==> src/hw/rtl/obm_count_mem.sv <==
// Per-book level count memory with registered read.
// Valid bits per book make unwritten counts read as zero after reset. No package use.
`default_nettype none

module obm_count_mem #(
  parameter int BOOKS  = 48,
  parameter int BOOK_W = 6,
  parameter int CNT_W  = 6
) (
  input  logic              clk,
  input  logic              rst,
  input  logic              rd_en,
  input  logic [BOOK_W-1:0] rd_addr,
  output logic [CNT_W-1:0]  rd_data,
  input  logic              wr_en,
  input  logic [BOOK_W-1:0] wr_addr,
  input  logic [CNT_W-1:0]  wr_data
);

  logic [CNT_W-1:0] mem [BOOKS];
  logic [BOOKS-1:0] valid;
  logic [CNT_W-1:0] rd_word;
  logic             rd_valid;

  // Write port
  always_ff @(posedge clk) begin
    if (wr_en) begin
      mem[wr_addr] <= wr_data;
    end
  end

  // Mark books written since reset
  always_ff @(posedge clk) begin
    if (rst) begin
      valid <= '0;
    end else if (wr_en) begin
      valid[wr_addr] <= 1'b1;
    end
  end

  // Registered read
  always_ff @(posedge clk) begin
    if (rd_en) begin
      rd_word  <= mem[rd_addr];
      rd_valid <= valid[rd_addr];
    end
  end

  // Unwritten books hold no levels
  assign rd_data = rd_valid ? rd_word : '0;

endmodule

`default_nettype wire

==> config.mk <==
export PLATFORM = sky130hd
export DESIGN_NAME = obm_count_mem
export DESIGN_NICKNAME = d
export VERILOG_FILES = /design/src/hw/rtl/obm_count_mem.sv
export SDC_FILE = /design/constraint.sdc
export NUM_CORES = 1
export LEC_CHECK = 0
export BUFFER_PORTS_ARGS = -buffer_cell sky130_fd_sc_hd__buf_4
export CORE_MARGIN = 2
export CORE_UTILIZATION = 45
export CTS_CLUSTER_DIAMETER = 200
export CTS_CLUSTER_SIZE = 16
export DETAILED_ROUTE_END_ITERATION = 6
export PLACE_DENSITY_LB_ADDON = 0.1
export SYNTH_ARGS = -nofsm -noshare
export SYNTH_HDL_FRONTEND = slang
export SYNTH_SLANG_ARGS = --single-unit
==> constraint.sdc <==
create_clock -name clk -period 2.2 [get_ports clk]
set_input_delay 0.33 -clock clk [delete_from_list [all_inputs] [get_ports clk]]
set_output_delay 0.33 -clock clk [all_outputs]
set_load 0.05 [all_outputs]
# Yosys cells after proc, flatten, opt, wreduce, memory -nomap -nowiden
# Memories as Yosys holds them, arrays and structs flattened. A register that Yosys moved wholly into a read port is not among the register bits.
# Index checks and enable logic that the tools add are counted.
[op_classes] eq_ne=0 n_reduce_logical=1 div_mod_pow=0 order_cmp=3 bitwise_logic=1 n_mul=0 n_addsub=0 n_shift=0 muxes=7
[ops] cell="$or 48x48->48" count=1
[ops] cell="$lt 6x7->1 const B" count=2
[ops] cell="$bmux 1 s6" count=1
[ops] cell="$demux 1 s6" count=1
[ops] cell="$ge 6x1->1 const B" count=1
[ops] cell="$mux 6" count=1
[ops] cell="$mux 1" count=4
[ops] cell="$logic_and 1x1->1" count=1
[word_totals] ramBits=288 romBits=0 input_bits=22 latch_bits=0 n_memories=1 register_bits=49 out_inout_bits=6 wordCells=15
[mem_list] memory="mem" words=48 width=6 read_ports=1 rd_clocked_by_memory_dff=1 write_ports=1 line_no="20" rtl="logic [CNT_W-1:0] mem [BOOKS];"

# Logic depth before layout (Yosys ltp)
# Gate-level depths: netlist of run 1.
[depth] word_depth=5 depth_mapped=8 depth_no_buf=5

# Worst setup path after synthesis of run 1
# Ideal clock, no wire load.
[synth_timing] kind="input-to-reg" startpoint="input port wr_addr[4]" endpoint="memory mem[10][0], enable pin" setup_time_ns=0.389 path_buffers=1 required_ns=1.811 cell_stages=3 arrival_time_ns=1.727 slack_ns=0.084 cell_sequence="or3b_2 -> clkbuf_1 -> nor4_1"
[synth_lines] element="from (decl)" line_no="16" rtl="input logic [BOOK_W-1:0] wr_addr,"
[synth_lines] element="to (decl)" line_no="20"
# No word-level cell before the write port.

# Worst setup path after layout of run 1
[layout_timing] startpoint="register valid[13]" endpoint="register rd_valid (data pin)"
[layout_via] elab_chain_cells=2
[layout_lines] element="from (decl)" line_no="21" rtl="logic [BOOKS-1:0] valid;"
[layout_lines] element="from (signal assigned)" line_no="35" rtl="valid <= '0;"
[layout_lines] element="from (signal, indexed assignment)" line_no="37" rtl="valid[wr_addr] <= 1'b1;"
[layout_lines] element="$bmux 1 s6" line_no="45" rtl="rd_valid <= valid[rd_addr];"
[layout_lines] element="$mux 1 (not written as such)" line_no="45"
[layout_lines] element="to (signal assigned)" line_no="45"
[layout_lines] element="to (decl)" line_no="23" rtl="logic rd_valid;"
# Every way passes these cells. The select of a mux whose other input is x is not followed.
# A chain may end at the register's enable or synchronous reset.

==> impl_metrics.yaml, run 1 <==
status:
  status: "finished, final reports clean"
power_and_ir_drop:
  power_mw: 12.2
  p_leak_nw: 5.46
  powerDensity_nw_per_um2: 781
  vdd_drop_max_mv: 0.429
clocking:
  htree_levels: 1
  clock_tree.buffer_depth: 3
  worstSkewPairLatency_ns: 0.53
  cts.sinks: 343
  clock-root-buffer: "clkbuf_16"
  numCtsBuffers: 25
  cts_setup_buffers: 0
  cts.repair.resized: 0
  tritoncts: "built"
  postCtsHoldBufs: 0
  path_clk_slew_ns: 0.07
synthesis:
  synth-main-ff-cell: "edfxtp_1"
  netlist_area_um2: 13700
  synth_warnings: 0
  yosysSeqAreaShare_pct: 71.9
  synth-edff-count: 295
  synth.distinct_cells: 34
  syn_avg_cell_area_um2: 17.2
  async_flop_share_pct: 0
  synthCells: 796
  syn_nets: 818
  synth-seq-cells: 343
routing:
  postRouteAntennaNets: 0
  dr_wl_met3_um: 1380
  drc: 0
  dr.pass1.iters: 5
  drt_iter0_markers: 567
  routedWlPerCell_um: 24.4
  drt-met1-wl_um: 14800
  highest_layer: "met4"
  wl_um: 31900
  vias: 7344
  via_per_inst: 5.62
  wl_met2_um: 15300
setup_path:
  max_stage_delay_ns: 0.55
  cp.arrival_ns: 2.15
  start_kind: "register"
  cp_cell_sequence: "mux4_1 > mux2_2 > a221oi_1 > o41ai_1"
  critPathBufInv: 0
  reg2reg_depth: 4
  crit_type: "reg -> reg"
  endpoint_kind: "register"
  slowest_stage: "mux4_1"
  crit_family: "multiplexers"
  cp_num_cells: 4
  cp.required_ns: 2.47
  cp_max_fo: 2
finish:
  instances_no_fill: 1307
  fillers: 2437
  syn2layout_area_growth_pct: 14.1
  drive_gt1_share_pct: 21.3
  final_area_um2: 15600
  fin_nets: 921
  diodes: 0
timing:
  max_freq_ghz: 0.534
  tightest_slew_ns: 0.589
  drv_slew: 0
  rsz0062_at_grt: "false"
  skew_ns: 0.0140
  period_share_pct: 85.2
  setup_viol: 0
  max_slew_margin_pct: 60.7
  hold_viol: 0
  hold_ws_ns: 0.116
  tns_ns: 0
  period_needed_ns: 1.87
floorplanning:
  num_rows: 63
  initial_core_util_pct: 45.8
  die_y_um: 178
  ios: 28
  die_x_um: 178
  die-area_um2: 31800
  coreArea_um2: 29800
place:
  gp_congestion: 0.783
  placed_cells: 1262
  place_area_um2: 14900
  port_buffers: 27
  dp_hpwl_um: 21200
global_routing:
  track_usage_pct: 20.8
  antenna_found_initial: 0
  grt_first_pass_wirelength_um: 48300
  grt_max_degree: 49
  grt_overflow: 0
  grt_pass1_vias: 7631
min_path:
  min_path_type: "in -> reg"
  hold_depth: 1
job:
  timing.max_cap.violations: 0
[final timing paths]
check,slack (ns),end,startpoint
worst max register to register,0.33,rd_valid,valid[13]
worst min register to register,0.46,valid[13],valid[13]
worst max-delay path,0.33,rd_valid,valid[13]
worst min-delay path,0.12,rd_word[4],rd_en
[layout by cell type (no fill, tap or decap), drive strengths merged]
cell	Yosys	routed
a21oi	15	15
nor2b	6	6
o22ai	6	6
nor3	9	9
mux2	1	1
buf	28	123
nor2	109	109
inv	0	1
a22oi	26	26
nand2b	4	4
o21ba	13	13
or3	3	3
nand2	16	16
nand4	1	1
mux4	39	39
clkbuf	19	44
o41ai	7	7
a211oi	1	1
a221oi	13	13
nand3	5	5
dfxtp	48	48
nand3b	2	2
a22o	13	13
edfxtp	295	295
or3b	1	1
or2	1	1
nor4	3	3
mux2i	104	104
and2	7	7
nand4b	1	1
[layer usage]
| layer | track usage, % | vias to the layer above |
|---|---|---|
| li1 | - | 3332 |
| met4 | 4.44 | 0 |
| met2 | 34.3 | 182 |
| met5 | 0 | - |
| met3 | 2.13 | 37 |
| met1 | 30.2 | 3793 |
[power breakdown]
part	total, mW	switching [mW]	internal [mW]
clock	4.23	2.09	2.15
sequential	7.12	0.0166	7.10
combinational	0.817	0.492	0.325
total	12.2	2.59	9.58
[flip-flops by register name, indices dropped and copies added (netlist names)]
| name | cells |
|---|---|
| mem | 288 |
| rd_valid | 1 |
| valid | 48 |
| rd_word | 6 |
[metrics by stage]
step	utilization (%)	setup slack (ns)
3_3_place_gp	49.9	-0.0686
6_report	52.3	0.327
3_5_place_dp	49.9	-0.109
2_1_floorplan	-	0.0838
5_1_grt	52.3	0.196
4_1_cts	52.3	0.323
[cell type report]
| cell class | instances | area, µm² | share of cell area (%) |
|---|---|---|---|
| flip-flops and latches | 343 | 9820 | 63.0 |
| multi-input cells | 406 | 3510 | 22.5 |
| clock inverters | 1 | 11.3 | 0.0723 |
| repair buffers | 123 | 1050 | 6.75 |
| well taps | 390 | 488 | 3.13 |
| clock buffers | 44 | 697 | 4.47 |
[cells by family (layout without fill, tap and decap cells)]
group                  Yosys count  in the layout  share of synthesized area (%)
muxes                          144            144                           14.6
and+or+nand+nor                168            168                           5.33
DFF                            343            343                           71.9
buffers and inverters           47            168                           2.45
AOI/OAI and AO/OA               94             94                           5.71
[synth_stat cells (2+ instances only)]
cell type / number / area, µm²
edfxtp_1: 295 / 8860
nor2_1: 109 / 409
mux2i_1: 104 / 1040
dfxtp_1: 48 / 961
a22oi_1: 26 / 195
mux4_2: 21 / 473
clkbuf_1: 19 / 71.3
mux4_1: 18 / 473
nand2_1: 16 / 60.1
a21oi_1: 15 / 75.1
a221oi_1: 13 / 114
a22o_1: 13 / 114
o21ba_2: 13 / 130
buf_6: 11 / 124
buf_2: 9 / 45.0
nor3_1: 9 / 45.0
and2_1: 7 / 43.8
nor2b_1: 6 / 37.5
o22ai_1: 6 / 37.5
o41ai_2: 6 / 97.6
nand3_1: 5 / 25.0
buf_1: 4 / 15.0
buf_12: 4 / 80.1
nand2b_1: 4 / 25.0
nor4_1: 3 / 18.8
or3_1: 3 / 18.8
nand3b_1: 2 / 15.0
No activity file was read; power rests on OpenSTA's default activity.
==> run 2: changes to the inputs <==
Settings changed: ABC_AREA set to 1.
==> run 2 against run 1 <==
  * Die area up 2.8%
  * First-iteration DRC count increased by 70%
  * Clock skew fell by 0.0034 ns
  * Sequential power hardly changed
  * Critical path depth decreased by 1
  * Critical path type is now reg -> out
  * Largest cell class unchanged
  * Largest power group unchanged
  * Highest routed layer unchanged
==> impl_metrics.yaml, run 2 <==
finish:
  diodes: 0
  drive_gt1_share_pct: 9.00
  fillers: 2769
  fin_nets: 1372
  largest_reg_flops: 288
  multi_input_area_um2: 3620
  top_register: "mem"
  seq_area_um2: 9820
  syn2layout_area_growth_pct: 11.6
  final_core_util_pct: 51.1
  final_cell_mix: "nand2_1 (318), edfxtp_1 (295), nor2_1 (228)"
  instances_no_fill: 1763
  top_regs: "mem (288), valid (48), rd_word (6)"
  final_common_cell: "nand2_1"
place:
  gp_congestion: 0.846
  dp_hpwl_um: 22100
  preCtsSetupSlack_ns: 0.183
  placed_cells: 1719
  port_buffers: 27
global_routing:
  grt_pass1_vias: 9394
  grt_max_degree: 56
  antenna_found_initial: 0
  grt_first_pass_wirelength_um: 56900
  track_usage_pct: 22.6
  grt_overflow: 0
timing:
  setup_viol: 0
  max_freq_ghz: 0.543
  tns_ns: 0
  drv_slew: 0
  tightest_slew_ns: 0.710
  worst_slack_ns: 0.358
  skew_ns: 0.0106
  max_slew_margin_pct: 52.5
  period_share_pct: 83.7
  period_needed_ns: 1.84
  hold_viol: 0
  rsz0062_at_grt: "false"
routing:
  routedWlPerCell_um: 20.8
  drt_iter0_markers: 965
  via_per_inst: 5.42
  dr.pass1.iters: 5
  postRouteAntennaNets: 0
  wl_um: 36600
  vias: 9557
  drc: 0
synthesis:
  netlist_area_um2: 14100
  yosysSeqAreaShare_pct: 69.9
  synth-seq-cells: 343
  synth-edff-count: 295
  synth-main-ff-cell: "edfxtp_1"
  synth.distinct_cells: 21
  synth_xor_area_share_pct: 0
  synth_area_leader_cell: "edfxtp_1"
  synth_compound_area_share_pct: 3.35
  async_flop_share_pct: 0
  synth_commonest_cells: "nand2_1 (318), edfxtp_1 (295), nor2_1 (228)"
  synth_warnings: 0
  yosys.area_share.adder_pct: 0
  syn_nets: 1325
  synthSimpleGateAreaFrac_pct: 22.4
  muxShareOfSynthArea_pct: 0
  yosysTopAreaCellShare_pct: 63.0
  synth_most_common_cell: "nand2_1"
  ys_top_cells_by_area: "edfxtp_1 (63%), nand2_1 (8.5%), nand3_1 (7.4%)"
  syn_avg_cell_area_um2: 10.8
  synth_top_family_by_area: "simple AND/OR/NAND/NOR gates"
  synthCells: 1303
power_and_ir_drop:
  power_mw: 12.4
  powerDensity_nw_per_um2: 788
  vdd_drop_max_mv: 0.669
  p_leak_nw: 5.69
floorplanning:
  die-area_um2: 32700
  num_rows: 64
  initial_core_util_pct: 45.8
  coreArea_um2: 30700
  die_x_um: 181
  die_y_um: 181
  ios: 28
clocking:
  clock-root-buffer: "clkbuf_16"
  postCtsHoldBufs: 0
  cts.repair.resized: 0
  numCtsBuffers: 25
  path_clk_slew_ns: 0.07
  clock_tree.buffer_depth: 3
  cts_setup_buffers: 0
  htree_levels: 1
  cts.sinks: 343
  worstSkewPairLatency_ns: 0.53
  tritoncts: "built"
setup_path:
  r2r-end: "rd_word[4]"
  reg2reg_depth: 8
  crit_type: "reg -> out"
  cp.arrival_ns: 1.51
  endpoint_kind: "output pin"
  r2r-start: "mem[11][4]"
  cp.required_ns: 1.87
  cp_max_fo: 6
  reg2reg_setup_slack_ns: 0.79
  start_kind: "register"
job:
  timing.max_cap.violations: 0
min_path:
  hold_end: "rd_word[1]"
  min_path_type: "in -> reg"
  min_from: "rd_en"
  hold_depth: 1
status:
  status: "finished, final reports clean"
-- run 2: changes by cell type after synthesis, sizes merged, moves of 13 or more --
cell and delta:
buf +28, o211ai +26, a21oi -14, o21ba -13, o21ai +54, a22oi -26
inv +37, a22o -13, mux2i -104, nand3 +204, nand2 +302, a221oi -13
mux4 -39, nor2 +119
-- run 2: final cells by class --
class / instances / share of cell area [%]
Timing Repair Buffer: 95 / 5.67
Multi-Input combinational cell: 847 / 23.1
Clock inverter: 1 / 0.0718
Clock buffer: 43 / 4.42
Tap cell: 396 / 3.16
Inverter: 38 / 0.926
Sequential cell: 343 / 62.6
-- run 2: worst max-delay path, stage by stage (launching register included) --
cell	delay, ns
edfxtp_1	0.52
nand2_1	0.16
inv_1	0.10
buf_4	0.20
-- run 2: where the power goes --
part / switching [mW] / internal, mW
registers: 0.0220 / 7.10
logic: 0.662 / 0.264
clock network: 2.15 / 2.14
total: 2.84 / 9.51
-- run 2: cells by family after synthesis --
family | count (synthesis)
compound gates | 81
buf+inv | 113
flops | 343
simple gates | 766
-- run 2: worst max path at each step --
stage                       to  slack [ns]        from
global route        rd_data[0]        0.30    rd_valid
global placement    rd_word[1]        0.21  rd_addr[0]
finish              rd_data[0]        0.36    rd_valid
CTS                 rd_data[0]        0.36    rd_valid
detailed placement  rd_word[1]        0.18  rd_addr[0]
floorplan           mem[26][0]        0.73       wr_en
-- run 2: stage by stage --
stage	cell area, µm²	hold WS, ns
6_report	15700	0.109
5_1_grt	15700	0.0943
2_1_floorplan	14100	0.429
3_5_place_dp	15000	0.454
4_1_cts	15700	0.0831
3_3_place_gp	15000	0.445
-- run 2: metal layers --
metal  global-route usage, %  wire [µm]
met1                    33.6      16900
met2                    35.4      16800
met3                    2.42       1920
met4                    6.48       1050
met5                       0          0
==> run 3: changes to the inputs <==
Clock period 2.2 ns to 1.9 ns, I/O delays scaled along.
==> run 3 against run 2 <==
  * Via count grew 0.40%
  * First-iteration DRC count is 7.6% lower
  * Flip-flop and latch count stayed put
  * Sequential share of layout area down 0.31 points
==> impl_metrics.yaml, run 3 (synthesis gave the netlist of run 2 again) <==
status:
  status: "finished, final reports clean"
power_and_ir_drop:
  p_leak_nw: 5.75
  powerDensity_nw_per_um2: 911
  vdd_drop_max_mv: 0.744
finish:
  multi_input_area_um2: 3620
  drive_gt1_share_pct: 9.87
  final_area_um2: 15800
  top_regs: "mem (288), valid (48), rd_word (6)"
  top_register: "mem"
  syn2layout_area_growth_pct: 12.1
  final_common_cell: "nand2_1"
  fillers: 2766
  fin_nets: 1384
  diodes: 0
  largest_reg_flops: 288
  final_cell_mix: "nand2_1 (318), edfxtp_1 (295), nor2_1 (228)"
  final_core_util_pct: 51.4
  seq_area_um2: 9820
timing:
  hold_viol: 0
  rsz0062_at_grt: "false"
  tns_ns: 0
  setup_viol: 0
  drv_slew: 0
  hold_ws_ns: 0.0373
  max_freq_ghz: 0.579
  period_share_pct: 90.9
  period_needed_ns: 1.73
  tightest_slew_ns: 0.673
  skew_ns: 0.0303
  max_slew_margin_pct: 55.2
routing:
  postRouteAntennaNets: 0
  drt_iter0_markers: 892
  wl_um: 37100
  vias: 9595
  via_per_inst: 5.41
  routedWlPerCell_um: 20.9
  drc: 0
  dr.pass1.iters: 7
global_routing:
  grt_first_pass_wirelength_um: 57000
  grt_max_degree: 57
  grt_pass1_vias: 9362
  antenna_found_initial: 0
  track_usage_pct: 22.7
  grt_overflow: 0
job:
  timing.max_cap.violations: 0
setup_path:
  start_kind: "register"
  cp.required_ns: 1.62
  endpoint_kind: "output pin"
  max_stage_delay_ns: 0.46
  cp_cell_sequence: "nand2_1 > inv_1 > buf_4"
  cp.arrival_ns: 1.44
  crit_family: "flip-flops"
  cp_max_fo: 6
  critPathBufInv: 2
  slowest_stage: "edfxtp_1"
  crit_type: "reg -> out"
clocking:
  cts_setup_buffers: 0
  postCtsHoldBufs: 0
  htree_levels: 1
  path_clk_slew_ns: 0.08
  clock-root-buffer: "clkbuf_16"
  cts.repair.resized: 0
  numCtsBuffers: 25
  tritoncts: "built"
  worstSkewPairLatency_ns: 0.56
  clock_tree.buffer_depth: 3
  cts.sinks: 343
floorplanning:
  coreArea_um2: 30700
  initial_core_util_pct: 45.8
  num_rows: 64
  die-area_um2: 32700
  die_x_um: 181
  ios: 28
  die_y_um: 181
min_path:
  min_path_type: "in -> reg"
place:
  dp_hpwl_um: 22800
  port_buffers: 27
  gp_congestion: 0.865
  place_area_um2: 15000
run 3: cell count changes in the layout (fill, tap and decap cells not counted), sizes merged:
cell    change
clkbuf      -2
inv         +1
buf        +12
run 3: final cells by class:
cell class	count	share of cell area, %
Clock inverter	2	0.127
Timing Repair Buffer	107	6.13
Clock buffer	41	4.35
Sequential cell	343	62.3
Inverter	38	0.921
Tap cell	396	3.15
Multi-Input combinational cell	847	23.0
run 3: through the flow:
stage	total power [mW]	setup slack [ns]	instances
2_1_floorplan	9.03	0.477	1303
3_3_place_gp	9.51	0.0484	1731
3_5_place_dp	9.51	0.0544	1731
4_1_cts	14.5	0.171	1774
5_1_grt	14.8	0.131	1774
6_report	14.4	0.173	1774
run 3: final timing paths:
kind              startpoint         end  slack (ns)  depth (start not counted)
hold reg to reg    valid[37]   valid[37]        0.47                          2
hold / removal         rd_en    rd_valid        0.04                          1
setup reg to reg  mem[33][2]  rd_word[2]        0.50                          6
setup / recovery    rd_valid  rd_data[2]        0.17                          3
run 3: report_power, final:
| part | switching (mW) | leakage, nW | internal (mW) |
|---|---|---|---|
| registers | 0.0217 | 3.05 | 8.23 |
| logic | 0.774 | 2.37 | 0.315 |
| clock network | 2.55 | 0.338 | 2.47 |
| total | 3.34 | 5.75 | 11.0 |
run 3: worst reg2reg max path, stage by stage, from the launching register on:
cell,delay (ns)
edfxtp_1,0.36
o21ai_0,0.33
o211ai_1,0.15
nand3_1,0.11
nand2_1,0.08
nand2_1,0.10
nand2_1,0.06
run 3: per-layer routing:
metal	part of all wire [%]	up-vias	GRT usage, %
met3	5.1	48	2.60
met5	0	-	0
met2	47	270	36.9
met4	1.7	0	4.45
li1	-	4578	-
met1	46	4699	33.3
