File: config.mk
export PLATFORM = sky130hd
export DESIGN_NAME = obm_seq
export DESIGN_NICKNAME = d
export VERILOG_FILES = /design/src/hw/rtl/obm_pkg.sv /design/src/hw/rtl/obm_seq.sv
export SDC_FILE = /design/constraint.sdc
export NUM_CORES = 1
export LEC_CHECK = 0
export BUFFER_PORTS_ARGS = -buffer_cell sky130_fd_sc_hd__buf_2
export CAP_MARGIN = 20
export CORE_AREA = 4 4 164 166
export CTS_CLUSTER_DIAMETER = 200
export CTS_CLUSTER_SIZE = 12
export DETAILED_ROUTE_END_ITERATION = 10
export DIE_AREA = 0 0 168 170
export PLACE_DENSITY = 0.75
export SKIP_CTS_REPAIR_TIMING = 1
export SLEW_MARGIN = 20
export SYNTH_ARGS = -nofsm -noshare
export SYNTH_HDL_FRONTEND = slang
export SYNTH_SLANG_ARGS = --single-unit
export TNS_END_PERCENT = 20
File: constraint.sdc
create_clock -name clk -period 5.55 [get_ports clk]
set_clock_uncertainty 0.1 [all_clocks]
set_input_delay 1.11 -clock clk [delete_from_list [all_inputs] [get_ports clk]]
set_output_delay 1.11 -clock clk [all_outputs]
set_load 0.01 [all_outputs]
File: src/hw/rtl/obm_pkg.sv
// Shared types and codes for the order book level matcher.
// No dependencies; the top level, obm_seq and the testbench import this package.
`default_nettype none

package obm_pkg;

  // Request types
  localparam logic REQ_LOAD  = 1'b0;
  localparam logic REQ_MATCH = 1'b1;

  // Result kinds
  localparam logic [2:0] KIND_PUBLISHED = 3'd0;
  localparam logic [2:0] KIND_PARTIAL   = 3'd1;
  localparam logic [2:0] KIND_FINAL     = 3'd2;
  localparam logic [2:0] KIND_REMAIN    = 3'd3;
  localparam logic [2:0] KIND_FULL      = 3'd4;

  // One result item as produced by the sequencer
  typedef struct packed {
    logic [2:0]  kind;
    logic [1:0]  market;
    logic [2:0]  symbol;
    logic        side;
    logic [31:0] price;
    logic [31:0] fill_qty;
    logic [31:0] leave_qty;
    logic [31:0] order_tag;
    logic        last;
  } res_t;

endpackage

`default_nettype wire

File: src/hw/rtl/obm_seq.sv
// Request sequencer: count lookup, level append, and the level walk of an order.
// Depends on obm_pkg; drives obm_count_mem and obm_level_mem.
`default_nettype none

module obm_seq #(
  parameter int MARKETS = 3,
  parameter int SYMBOLS = 8,
  parameter int LEVELS  = 32,
  parameter int BOOK_W  = 6,
  parameter int CNT_W   = 6,
  parameter int LVL_W   = 5,
  parameter int ADDR_W  = 11
) (
  input  logic              clk,
  input  logic              rst,
  input  logic              start,
  output logic              busy,
  input  logic              req_type,
  input  logic [1:0]        market,
  input  logic [2:0]        symbol,
  input  logic              side,
  input  logic [31:0]       price,
  input  logic [31:0]       quantity,
  input  logic [31:0]       order_tag,
  output logic              cnt_rd_en,
  output logic [BOOK_W-1:0] cnt_rd_addr,
  input  logic [CNT_W-1:0]  cnt_rd_data,
  output logic              cnt_wr_en,
  output logic [BOOK_W-1:0] cnt_wr_addr,
  output logic [CNT_W-1:0]  cnt_wr_data,
  output logic              lvl_rd_en,
  output logic [ADDR_W-1:0] lvl_rd_addr,
  input  logic [31:0]       lvl_rd_price,
  input  logic [31:0]       lvl_rd_qty,
  output logic              lvl_wr_en,
  output logic [ADDR_W-1:0] lvl_wr_addr,
  output logic [31:0]       lvl_wr_price,
  output logic [31:0]       lvl_wr_qty,
  output logic              emit,
  output obm_pkg::res_t     res
);

  import obm_pkg::*;

  localparam logic [1:0] S_IDLE = 2'd0;
  localparam logic [1:0] S_CNT  = 2'd1;
  localparam logic [1:0] S_WALK = 2'd2;
  localparam logic [1:0] S_REM  = 2'd3;

  logic [1:0]        state, state_next;
  logic              accept;
  logic              present_in;
  logic [15:0]       book_wide;
  logic [BOOK_W-1:0] book_in;

  logic              rq_type;
  logic [1:0]        rq_mkt;
  logic [2:0]        rq_sym;
  logic              rq_side;
  logic [31:0]       rq_price;
  logic [31:0]       rq_id;
  logic              present;
  logic [BOOK_W-1:0] book;
  logic [ADDR_W-1:0] base;
  logic [31:0]       remain, remain_next;
  logic [LVL_W-1:0]  idx, idx_next, idx_inc;
  logic [CNT_W-1:0]  cnt_lvls, cnt_lvls_next;
  logic [CNT_W-1:0]  cnt_cur;
  logic              last_lvl;
  logic              takes;

  // Decode the addressed book from the request ports
  assign accept     = start && !busy;
  assign present_in = (int'(market) < MARKETS) && (int'(symbol) < SYMBOLS);
  assign book_wide  = (16'(market) * 16'(SYMBOLS) + 16'(symbol)) * 16'd2 + 16'(side);
  assign book_in    = present_in ? book_wide[BOOK_W-1:0] : '0;
  assign busy       = (state != S_IDLE);

  // Walk helpers
  assign cnt_cur  = present ? cnt_rd_data : '0;
  assign idx_inc  = idx + LVL_W'(1);
  assign last_lvl = ((CNT_W'(idx) + CNT_W'(1)) == cnt_lvls);
  assign takes    = rq_side ? (lvl_rd_price >= rq_price) : (lvl_rd_price <= rq_price);

  // Next state, memory accesses and result
  always_comb begin
    state_next    = state;
    remain_next   = remain;
    idx_next      = idx;
    cnt_lvls_next = cnt_lvls;

    cnt_rd_en   = accept;
    cnt_rd_addr = book_in;
    cnt_wr_en   = 1'b0;
    cnt_wr_addr = book;
    cnt_wr_data = cnt_cur + CNT_W'(1);

    lvl_rd_en    = 1'b0;
    lvl_rd_addr  = base;
    lvl_wr_en    = 1'b0;
    lvl_wr_addr  = base + ADDR_W'(idx);
    lvl_wr_price = rq_price;
    lvl_wr_qty   = remain;

    emit          = 1'b0;
    res.kind      = KIND_REMAIN;
    res.market    = rq_mkt;
    res.symbol    = rq_sym;
    res.side      = rq_side;
    res.price     = rq_price;
    res.fill_qty  = remain;
    res.leave_qty = remain;
    res.order_tag = rq_id;
    res.last      = 1'b1;

    case (state)
      S_IDLE: begin
        if (accept) begin
          state_next = S_CNT;
        end
      end
      S_CNT: begin
        if (rq_type == REQ_LOAD) begin
          // Append the level, or refuse it
          emit          = 1'b1;
          res.leave_qty = '0;
          res.order_tag = '0;
          if (!present || cnt_cur >= CNT_W'(LEVELS)) begin
            res.kind = KIND_FULL;
          end else begin
            res.kind    = KIND_PUBLISHED;
            lvl_wr_en   = 1'b1;
            lvl_wr_addr = base + ADDR_W'(cnt_cur);
            cnt_wr_en   = 1'b1;
          end
          state_next = S_IDLE;
        end else if (remain == '0) begin
          // Drop empty orders silently
          state_next = S_IDLE;
        end else if (cnt_cur == '0) begin
          emit       = 1'b1;
          state_next = S_IDLE;
        end else begin
          lvl_rd_en     = 1'b1;
          idx_next      = '0;
          cnt_lvls_next = cnt_cur;
          state_next    = S_WALK;
        end
      end
      S_WALK: begin
        // Prefetch the next level while this one is settled
        if (!last_lvl) begin
          lvl_rd_en   = 1'b1;
          lvl_rd_addr = base + ADDR_W'(idx_inc);
          idx_next    = idx_inc;
        end
        if (takes && lvl_rd_qty != '0) begin
          emit         = 1'b1;
          lvl_wr_en    = 1'b1;
          lvl_wr_price = lvl_rd_price;
          res.price    = lvl_rd_price;
          if (remain > lvl_rd_qty) begin
            lvl_wr_qty    = '0;
            remain_next   = remain - lvl_rd_qty;
            res.kind      = KIND_PARTIAL;
            res.fill_qty  = lvl_rd_qty;
            res.leave_qty = remain - lvl_rd_qty;
            res.last      = 1'b0;
            if (last_lvl) begin
              state_next = S_REM;
            end
          end else begin
            lvl_rd_en     = 1'b0;
            lvl_wr_qty    = lvl_rd_qty - remain;
            res.kind      = KIND_FINAL;
            res.leave_qty = '0;
            state_next    = S_IDLE;
          end
        end else if (last_lvl) begin
          state_next = S_REM;
        end
      end
      S_REM: begin
        emit       = 1'b1;
        state_next = S_IDLE;
      end
      default: begin
        state_next = S_IDLE;
      end
    endcase
  end

  // Control state
  always_ff @(posedge clk) begin
    if (rst) begin
      state <= S_IDLE;
    end else begin
      state <= state_next;
    end
  end

  // Hold the request and walk position
  always_ff @(posedge clk) begin
    idx      <= idx_next;
    cnt_lvls <= cnt_lvls_next;
    if (accept) begin
      rq_type  <= req_type;
      rq_mkt   <= market;
      rq_sym   <= symbol;
      rq_side  <= side;
      rq_price <= price;
      rq_id    <= order_tag;
      present  <= present_in;
      book     <= book_in;
      base     <= ADDR_W'(book_in) * ADDR_W'(LEVELS);
      remain   <= quantity;
    end else begin
      remain <= remain_next;
    end
  end

`ifndef SYNTHESIS
  a_no_rw_same_entry: assert property (@(posedge clk) disable iff (rst)
    (lvl_wr_en && lvl_rd_en) |-> (lvl_wr_addr != lvl_rd_addr))
    else $error("level read and write hit the same entry");

  a_last_ends_item: assert property (@(posedge clk) disable iff (rst)
    (emit && res.last) |=> (state == S_IDLE))
    else $error("sequencer still busy after the last result");

  a_walk_in_range: assert property (@(posedge clk) disable iff (rst)
    (state == S_WALK) |-> (CNT_W'(idx) < cnt_lvls))
    else $error("walk index beyond the level count");

  a_count_bound: assert property (@(posedge clk) disable iff (rst)
    cnt_wr_en |-> (cnt_wr_data <= CNT_W'(LEVELS) && cnt_wr_data != '0))
    else $error("level count written out of range");

  a_idle_silent: assert property (@(posedge clk) disable iff (rst)
    (state == S_IDLE) |-> !emit)
    else $error("result produced while idle");
`endif

endmodule

`default_nettype wire

# ---- Word level (Yosys, flattened, before mapping)
# Cells that the tools add are included.
# W data, S select, Z words.
dict set report word_totals {
  wordCells 116
  reg_bits 123
  out_inout_bits 248
}
dict set report op_classes {
  n_reduce_logical 17
  order_cmp 5
  addsub 10
  mux 61
  eq_ne 9
  bitwise 2
}
# operator count
set ops {}
lappend ops {{$mux W32} 12}
lappend ops {{$mux W64} 2}
lappend ops {{$mux W96} 1}
lappend ops {{$pmux W32 S2} 1}
lappend ops {{$sub A32 B32 Y32} 2}
lappend ops {{$mux W11} 5}
lappend ops {{$ge A32 B32 Y1} 1}
lappend ops {{$gt A32 B32 Y1} 1}
lappend ops {{$le A32 B32 Y1} 1}
lappend ops {{$logic_not A32 Y1} 1}
lappend ops {{$reduce_bool A32 Y1} 1}
lappend ops {{$add A11 B5 Y11} 2}
lappend ops {{$mux W5} 4}
lappend ops {{$mux W2} 9}
lappend ops {{$mux W1} 17}
lappend ops {{$mux W6} 2}
lappend ops {{$add A11 B6 Y11} 1}
lappend ops {{$ne A2 B2 Y1 const B} 5}
lappend ops {{$pmux W5 S2} 1}
lappend ops {{$reduce_bool A2 Y1} 5}
lappend ops {{$pmux W2 S4} 1}
lappend ops {{$add A5 B1 Y6 const B} 1}
lappend ops {{$add A6 B1 Y6} 1}
lappend ops {{$add A6 B1 Y6 const B} 1}
lappend ops {{20 further kinds} 26}

# ---- Depth between registers and ports, before layout
# Gate-level depths: netlist (run 1).
dict set report logic_depth {
  word_depth 6
  depth_mapped 14
  ltp_nobuf 13
}

# ---- Worst setup path before layout (run 1)
# OpenSTA, ideal clock, no wires.
dict set report synth_path {
  path_type {input -> output}
  from {input lvl_rd_price[27]}
  to {output res[105] (netlist name)}
  stages 12
  path_slack_ps 426
  arrival_ps 3914
  n_path_buf 3
  path_cell_list {ha_1 > nand4_1 > or4_1 > or3_1 > nor2b_1 > o31a_1 > nor4_4 > buf_2 > buf_2 > nand2_1 > o21ai_0 > buf_4}
}
# item line_no
set synth_lines {}
lappend synth_lines {{from (decl)} obm_seq.sv:33} ;# input logic [31:0] lvl_rd_price,
lappend synth_lines {{to (decl)} obm_seq.sv:40} ;# output obm_pkg::res_t res

# ---- Worst setup path after layout (run 1)
dict set report layout_path {
  from {input lvl_rd_price[30]}
  to {output lvl_wr_price[29]}
}
dict set report layout_between {
  elab_chain_len 5
  elab_cells_between_ends 6
}
# item line_no
set layout_lines {}
lappend layout_lines {{$le A32 B32 Y1 or $ge A32 B32 Y1 (tied branches)} obm_seq.sv:83} ;# assign takes = rq_side ? (lvl_rd_price >= rq_price) : (lvl_rd_price <= rq_price);
lappend layout_lines {{$mux W1 (*)} obm_seq.sv:83}
lappend layout_lines {{$logic_and A1 B1 Y1 (*)} obm_seq.sv:157} ;# if (takes && lvl_rd_qty != '0) begin
lappend layout_lines {{$mux W32 (*)} obm_seq.sv:157}
lappend layout_lines {{$mux W32 (*)} obm_seq.sv:116} ;# case (state)
lappend layout_lines {{to (decl)} obm_seq.sv:37} ;# output logic [31:0] lvl_wr_price,
# Mark *: on every way between the ends. The rest lies on a longest branch, timed or not.

==> impl_results.md, run 1 <==
* Post-layout util at 56.8%
* Antenna Nets Post-Route at 0
* Wire length on met1 at about 17000 um
* Clk pin slew, worst setup/hold paths at ~0.06 ns
* Die height at approximately 170 um
* Synth Cell Area at about 11000 um2
* Initial antenna violation count at 2
* Worst setup SP type: input pin
* Syn nets at about 1600
* CTS Buf Count at 17
* Routed length on met3 at about 3400 um
* R2r startpoint: remain[0]$_DFFE_PP_
* Async S/R FF share, synth at 0%
* Crit share post-route at around 98%
* Port Buffers at roughly 420
* DRT Pass-1 Iters at 5
* Family with the most delay on the worst path: simple AND/OR/NAND/NOR gates
* Drt wl/cell at 21.2 um
* Layout Cells excl Fill at approximately 2100
* Share of cells above drive strength 1 at between 30% and 40%
* Gr usage total at just under 30%
* Mapped Cells at roughly 1300
* Fill cells at between 2000 and 2500
* Number of global-route vias before repair at 11600
* Area Overhead vs Synth at 30.7%
* DP HPWL at approximately 36000 um
* Number of clock sinks at about 120
* # IOs at around 420
* Arrival @ worst endpoint at 4.23 ns
* Final Hold Viols at 0
* Total power at around 4700 uW
* Max Slew Vio Count at 0
* Sequential area share after synthesis at 33.0%
* Routed vias at around 12000
* Worst setup path start: lvl_rd_price[30]
* H-Tree Depth at 4
* Number of synthesized flops with an enable pin at 121
* Initial core utilization at between 40% and 50%
* Synth Flop Type: edfxtp_1
* Power per standard cell area at 322 nW/um2
* DR iter-0 viols at 1031
* Worst min path class: flop to flop
* DR WL met2 at about 21000 um
* Status: complete, no violations
* Maxcap violations at 0
* Placer Congestion at about 1.0
* First-pass GRT wire length at about 66000 um
* Tightest Pin Transition at a little over 1 ns
* RSZ-0062 raised after global routing: true
* Final setup violation count at 0
* Avg Vias per Cell at ~5.7
* CP Capture Type: output pin
* Setup CP Type: input pin to output pin
* Required time of the critical path at 4.34 ns
* YS warnings at 0
* Netlist cell types at between 60 and 70
* Die footprint at between 20000 and 30000 um2
* Min cycle time layout at around 5.4 ns
* Leak pwr at between 0.006 and 0.007 uW
* Final WL at around 44000 um
* Min-delay src: state[0]$_SDFFE_PP0P_
* Largest net degree at the start of global routing at a little under 80
* Congestion Overflow GR at 0
* Max layer used: met5
* Cell chain of the critical path: buf_2 > ha_1 > nand4_1 > or4_4 > or3_1 > nor2b_1 > o31a_1 > nor4_4 > buf_4 > buf_16 > nand2_1 > o21ai_0 > buf_2
* Worst skew pair latency at around 0.42 ns
* Flops & latches, synth at around 120
* Worst Path Max Fanout at 66
* Clk buf depth at 2
* Peak supply drop at approximately 0.21 mV
* Residual DRC at 0
* Root Driver: clkbuf_16
* Placed Instances at 2050
* Most frequent CP cell: buf_2
* # diodes at 0
* Syn_area_per_cell at 8.48 um2
* Worst path max stage delay at 0.60 ns
* Layout net count at between 2000 and 2500
* Slowest CP cell: or4_4
* Buf+Inv Stages, Crit Path at 4
* Total core area at ~26000 um2
* Site row count at 59
* Headroom to the max-slew limit at 32.7%
* Peak Freq at about 180 MHz
* CTS tree: done
* DIE WIDTH at around 170 um
## synth_stat cells (3+ instances only)
cell type | n | area, um2
nand2_1 | 148 | 556
inv_1 | 122 | 458
edfxtp_1 | 121 | 3630
o21ai_0 | 106 | 531
ha_1 | 104 | 1300
a21oi_1 | 78 | 390
nor2_1 | 63 | 236
nand3_1 | 57 | 285
and2_1 | 46 | 288
clkbuf_1 | 41 | 154
buf_4 | 39 | 293
a21o_1 | 38 | 285
xnor2_1 | 36 | 315
xor2_1 | 35 | 307
a22o_1 | 28 | 245
nand4_1 | 21 | 131
buf_2 | 20 | 100
nor4_1 | 19 | 119
mux2_2 | 16 | 180
o22ai_1 | 13 | 81.3
o31ai_1 | 12 | 90.1
nor2b_1 | 10 | 62.6
a221oi_1 | 9 | 78.8
o21ai_1 | 9 | 45.0
o21bai_1 | 9 | 67.6
a211oi_1 | 8 | 60.1
o21a_1 | 8 | 60.1
or3_1 | 8 | 50.1
and3_1 | 7 | 43.8
nor3_1 | 7 | 35.0
a31o_2 | 6 | 52.6
a31oi_1 | 6 | 37.5
buf_1 | 6 | 22.5
o2bb2ai_1 | 5 | 43.8
nand2b_1 | 4 | 25.0
o211ai_1 | 4 | 30.0
a221o_1 | 3 | 30.0
or2_2 | 3 | 18.8
or4_1 | 3 | 22.5
## final cells by class
type	instances	area (um2)	area share [%]
multi-input combinational	960	6490	44.6
sequential	123	3670	25.2
timing repair buffer	514	2910	20.0
inverter	123	464	3.19
clock buffer	17	425	2.92
tap	335	419	2.88
clock inverter	15	169	1.16
## cells by family after synthesis
family	synth area share (%)
multiplexers	1.62
AND/OR/NAND/NOR	17.8
adder cells (fa/ha/maj)	12.1
flip-flops	33.0
XOR/XNOR	5.59
AO/OA/AOI/OAI	20.7
buffers and inverters	9.26
## metrics by stage
step	setup TNS (ns)	area, um2	hold slack, ns	worst slack, ns
3_5_place_dp	-0.00973	13800	0.526	-0.00973
2_1_floorplan	0	11100	0.485	0.426
6_report	0	14600	0.531	0.108
3_3_place_gp	0	13800	0.512	0.0765
4_1_cts	-0.0198	14400	0.533	-0.0178
5_1_grt	-1.24	14600	0.597	-0.0960
## report_power, final
part           total [uW]  leakage [uW]  internal [uW]  switching, uW
sequential           1270       0.00118           1170            108
clock                1160      0.000284            643            515
combinational        2250       0.00549            919           1330
## worst paths after layout
path	end	slack [ns]	cells after the start
setup / recovery	lvl_wr_price[29]	0.11	13
hold / removal	state[0]$_SDFFE_PP0P_	0.53	2
setup reg to reg	remain[2]$_DFFE_PP_	1.39	18
hold reg to reg	state[0]$_SDFFE_PP0P_	0.53	2
## state kept, by name, indices dropped and copies added, names as in the netlist
| register | cells |
|---|---|
| rq_mkt | 2 |
| idx | 5 |
| rq_id | 32 |
| present | 1 |
| rq_side | 1 |
| base | 6 |
| state | 2 |
| remain | 32 |
| rq_sym | 3 |
| rq_type | 1 |
| cnt_lvls | 6 |
| rq_price | 32 |
## tightest hold or removal path, stage by stage, from the launching register on
cell and delay (ns):
dfxtp_1 0.34, a211oi_1 0.17, a211oi_1 0.07
## per-layer routing
metal	track usage, %	vias to the layer above
met5	0	-
met4	17.0	4
met3	6.57	149
met2	50.6	622
met1	34.5	5529
li1	-	5497
## placed cells by master (no fill, tap or decap), drive strengths merged, types with 22 or more instances in the layout
| cell type | instances |
|---|---|
| nand2 | 148 |
| inv | 132 |
| nor2 | 63 |
| a22o | 28 |
| xnor2 | 36 |
| a21o | 38 |
| and2 | 46 |
| nand3 | 57 |
| o21ai | 115 |
| nand4 | 22 |
| ha | 104 |
| xor2 | 35 |
| a21oi | 78 |
| edfxtp | 121 |
| buf | 514 |
Power figures use the tool's default switching activity.
==> inputs of run 2 (changes only) <==
--- a/config.mk
+++ b/config.mk
@@ -12,7 +12,7 @@
 export CTS_CLUSTER_SIZE = 12
 export DETAILED_ROUTE_END_ITERATION = 10
 export DIE_AREA = 0 0 168 170
-export PLACE_DENSITY = 0.75
+export PLACE_DENSITY = 0.73
 export SKIP_CTS_REPAIR_TIMING = 1
 export SLEW_MARGIN = 20
 export SYNTH_ARGS = -nofsm -noshare
==> run 2 against run 1 <==
Compared with the run above:
- non-clock buffer count is 10 higher
- largest cell class unchanged
- via count is 0.84% higher
- register-to-register slack better by 0.11 ns
- cell area is 0.53% higher
- clock-buffer cell count stayed put
- combinational power hardly changed
- clock power hardly changed
- setup slack better by 0.066 ns
- first-iteration DRC count is 9.6% lower
- flip-flop and latch count stayed put
- routed wire length is 0.76% higher
==> impl_results.md, run 2 (synthesized netlist as in run 1, its figures left out) <==
* Status: complete, no violations
* Port Buffers at 423 (unchanged)
* Residual DRC at 0 (unchanged)
* Peak Freq at 186 MHz (+1.2%)
* # IOs at 424 (unchanged)
* Die footprint at 28600 um2 (unchanged)
* First-pass GRT wire length at 66700 um (+0.90%)
* CP Capture Type: output pin
* Number of clock sinks at 123 (unchanged)
* Worst Path Max Fanout at 49 (-26%)
* Maxcap violations at 0 (unchanged)
* Fill cells at 2359 (+0.77%)
* Initial core utilization at 43.5% (unchanged)
* Initial antenna violation count at 3 (+1)
* Highest-count cells in the layout ignoring fill and taps: buf_2 (423), nand2_1 (148), inv_1 (121), edfxtp_1 (121), ha_1 (104)
* Root Driver: clkbuf_16
* Post-DP Area at 13900 um2 (+0.71%)
* Drt wl/cell at 21.2 um (+0.23%)
* Layout net count at 2031 (+0.49%)
* Die height at 170 um (unchanged)
* Congestion Overflow GR at 0 (unchanged)
* DRT Pass-1 Iters at 7 (+2)
* Slowest CP cell: or4_4
* Routed vias at 11900 (+0.84%)
* Area Overhead vs Synth at 31.4%
* Antenna Nets Post-Route at 0 (unchanged)
* Final Hold Viols at 0 (unchanged)
* Largest registers: remain x32, rq_id x32, rq_price x32
* Headroom to the max-slew limit at 35.4% (+2.7 points)
* Avg Vias per Cell at 5.67 (+0.31%)
* DR iter-0 viols at 932 (-9.6%)
* Leak pwr at 0.00701 uW (+0.80%)
* Power per standard cell area at 322 nW/um2 (+0.18%)
* Total power at 4720 uW (+0.71%)
* Worst min path class: flop to flop
* Most common cell after layout, fill and taps aside: buf_2
* Worst setup SP type: input pin
* Gr usage total at 29.8% (+0.12 points)
* H-Tree Depth at 4 (unchanged)
* DIE WIDTH at 168 um (unchanged)
* Required time of the critical path at 4.34 ns (about the same)
* Min cycle time layout at 5.38 ns (-0.0657 ns)
* Peak supply drop at 0.180 mV (-14%)
* Worst skew pair latency at 0.42 ns (about the same)
* CTS tree: done
* Site row count at 59 (unchanged)
* Largest net degree at the start of global routing at 59 (-23%)
* Share of cells above drive strength 1 at 33.7% (+0.21 points)
* Arrival @ worst endpoint at 4.17 ns (-0.06 ns)
* CTS Buf Count at 17 (unchanged)
* Clk buf depth at 2 (unchanged)
* Crit share post-route at 96.9% (-1.2 points)
* Final WL at 44500 um (+0.76%)
* Clk pin slew, worst setup/hold paths at 0.07 ns (about the same)
* Worst path max stage delay at 0.58 ns (-0.02 ns)
* Max Slew Vio Count at 0 (unchanged)
* Setup CP Type: input pin to output pin
* DP HPWL at 36200 um (about the same)
* Placer Congestion at 0.998 (-4.2%)
* Final setup violation count at 0 (unchanged)
* Total core area at 25600 um2 (unchanged)
* Cell chain of the critical path: buf_2 > ha_1 > nand4_1 > or4_4 > or3_1 > nor2b_1 > o31a_1 > nor4_4 > buf_4 > buf_12 > nand3_1 > o21ai_0 > buf_2
* RSZ-0062 raised after global routing: true
* Tightest Pin Transition at 0.969 ns (-0.0411 ns)
* Post-route cell area at 14600 um2 (+0.53%)
* Most frequent CP cell: buf_2
* Number of global-route vias before repair at 11800 (+2.2%)
run 2: cell types whose count changed in the layout (fill, tap and decap cells not counted), moves of 2 or more:
cell,before,now
clkinvlp_4,3,1
clkinv_4,0,2
buf_4,83,91
o21ai_0,101,103
o21ai_2,3,1
run 2: cell type report:
| cell class | count | area, um2 | share of cell area [%] |
|---|---|---|---|
| well taps | 335 | 419 | 2.87 |
| multi-input cells | 960 | 6480 | 44.3 |
| repair buffers | 524 | 2990 | 20.4 |
| clock inverters | 15 | 174 | 1.19 |
| flip-flops and latches | 123 | 3670 | 25.1 |
| inverters | 123 | 464 | 3.17 |
| diodes | 1 | 2.50 | 0.0171 |
| clock buffers | 17 | 425 | 2.91 |
run 2: worst paths after layout:
kind,from,depth (start not counted),endpoint,slack (ns)
worst max-delay path,lvl_rd_price[31],13,lvl_wr_qty[18],0.17
worst min register to register,state[0]$_SDFFE_PP0P_,2,state[0]$_SDFFE_PP0P_,0.54
worst min-delay path,state[0]$_SDFFE_PP0P_,2,state[0]$_SDFFE_PP0P_,0.54
worst max register to register,rq_price[25]$_DFFE_PP_,14,remain[2]$_DFFE_PP_,1.50
run 2: worst max-delay path, delay by kind of cell:
family | cells | cell delay [ns]
simple gates | 6 | 1.65
fa+ha+maj | 1 | 0.31
buf+inv | 4 | 0.73
compound gates | 2 | 0.31
run 2: metrics by stage:
| stage | setup WS (ns) | instances | setup TNS, ns | hold WS, ns | util, % |
|---|---|---|---|---|---|
| after detailed placement | -0.0428 | 2063 | -0.117 | 0.521 | 54.4 |
| after global placement | 0.0345 | 2063 | 0 | 0.506 | 54.4 |
| final | 0.174 | 2098 | 0 | 0.539 | 57.1 |
| after floorplan | 0.426 | 1312 | 0 | 0.485 | - |
| after CTS | -0.0667 | 2095 | -0.179 | 0.535 | 56.8 |
| after global routing | -0.00680 | 2098 | -0.0194 | 0.623 | 57.1 |
run 2: routing by layer:
metal | vias to the layer above | track usage, % | share of wire, %
met2 | 653 | 51.4 | 48
met4 | 4 | 14.4 | 5.0
met3 | 125 | 6.30 | 8.7
met5 | - | 0 | 0.058
li1 | 5530 | - | -
met1 | 5588 | 35.5 | 38
run 2: report_power, final:
part | internal [uW] | switching [uW]
Combinational | 928 | 1340
Clock | 647 | 541
Sequential | 1160 | 101
Total | 2740 | 1980
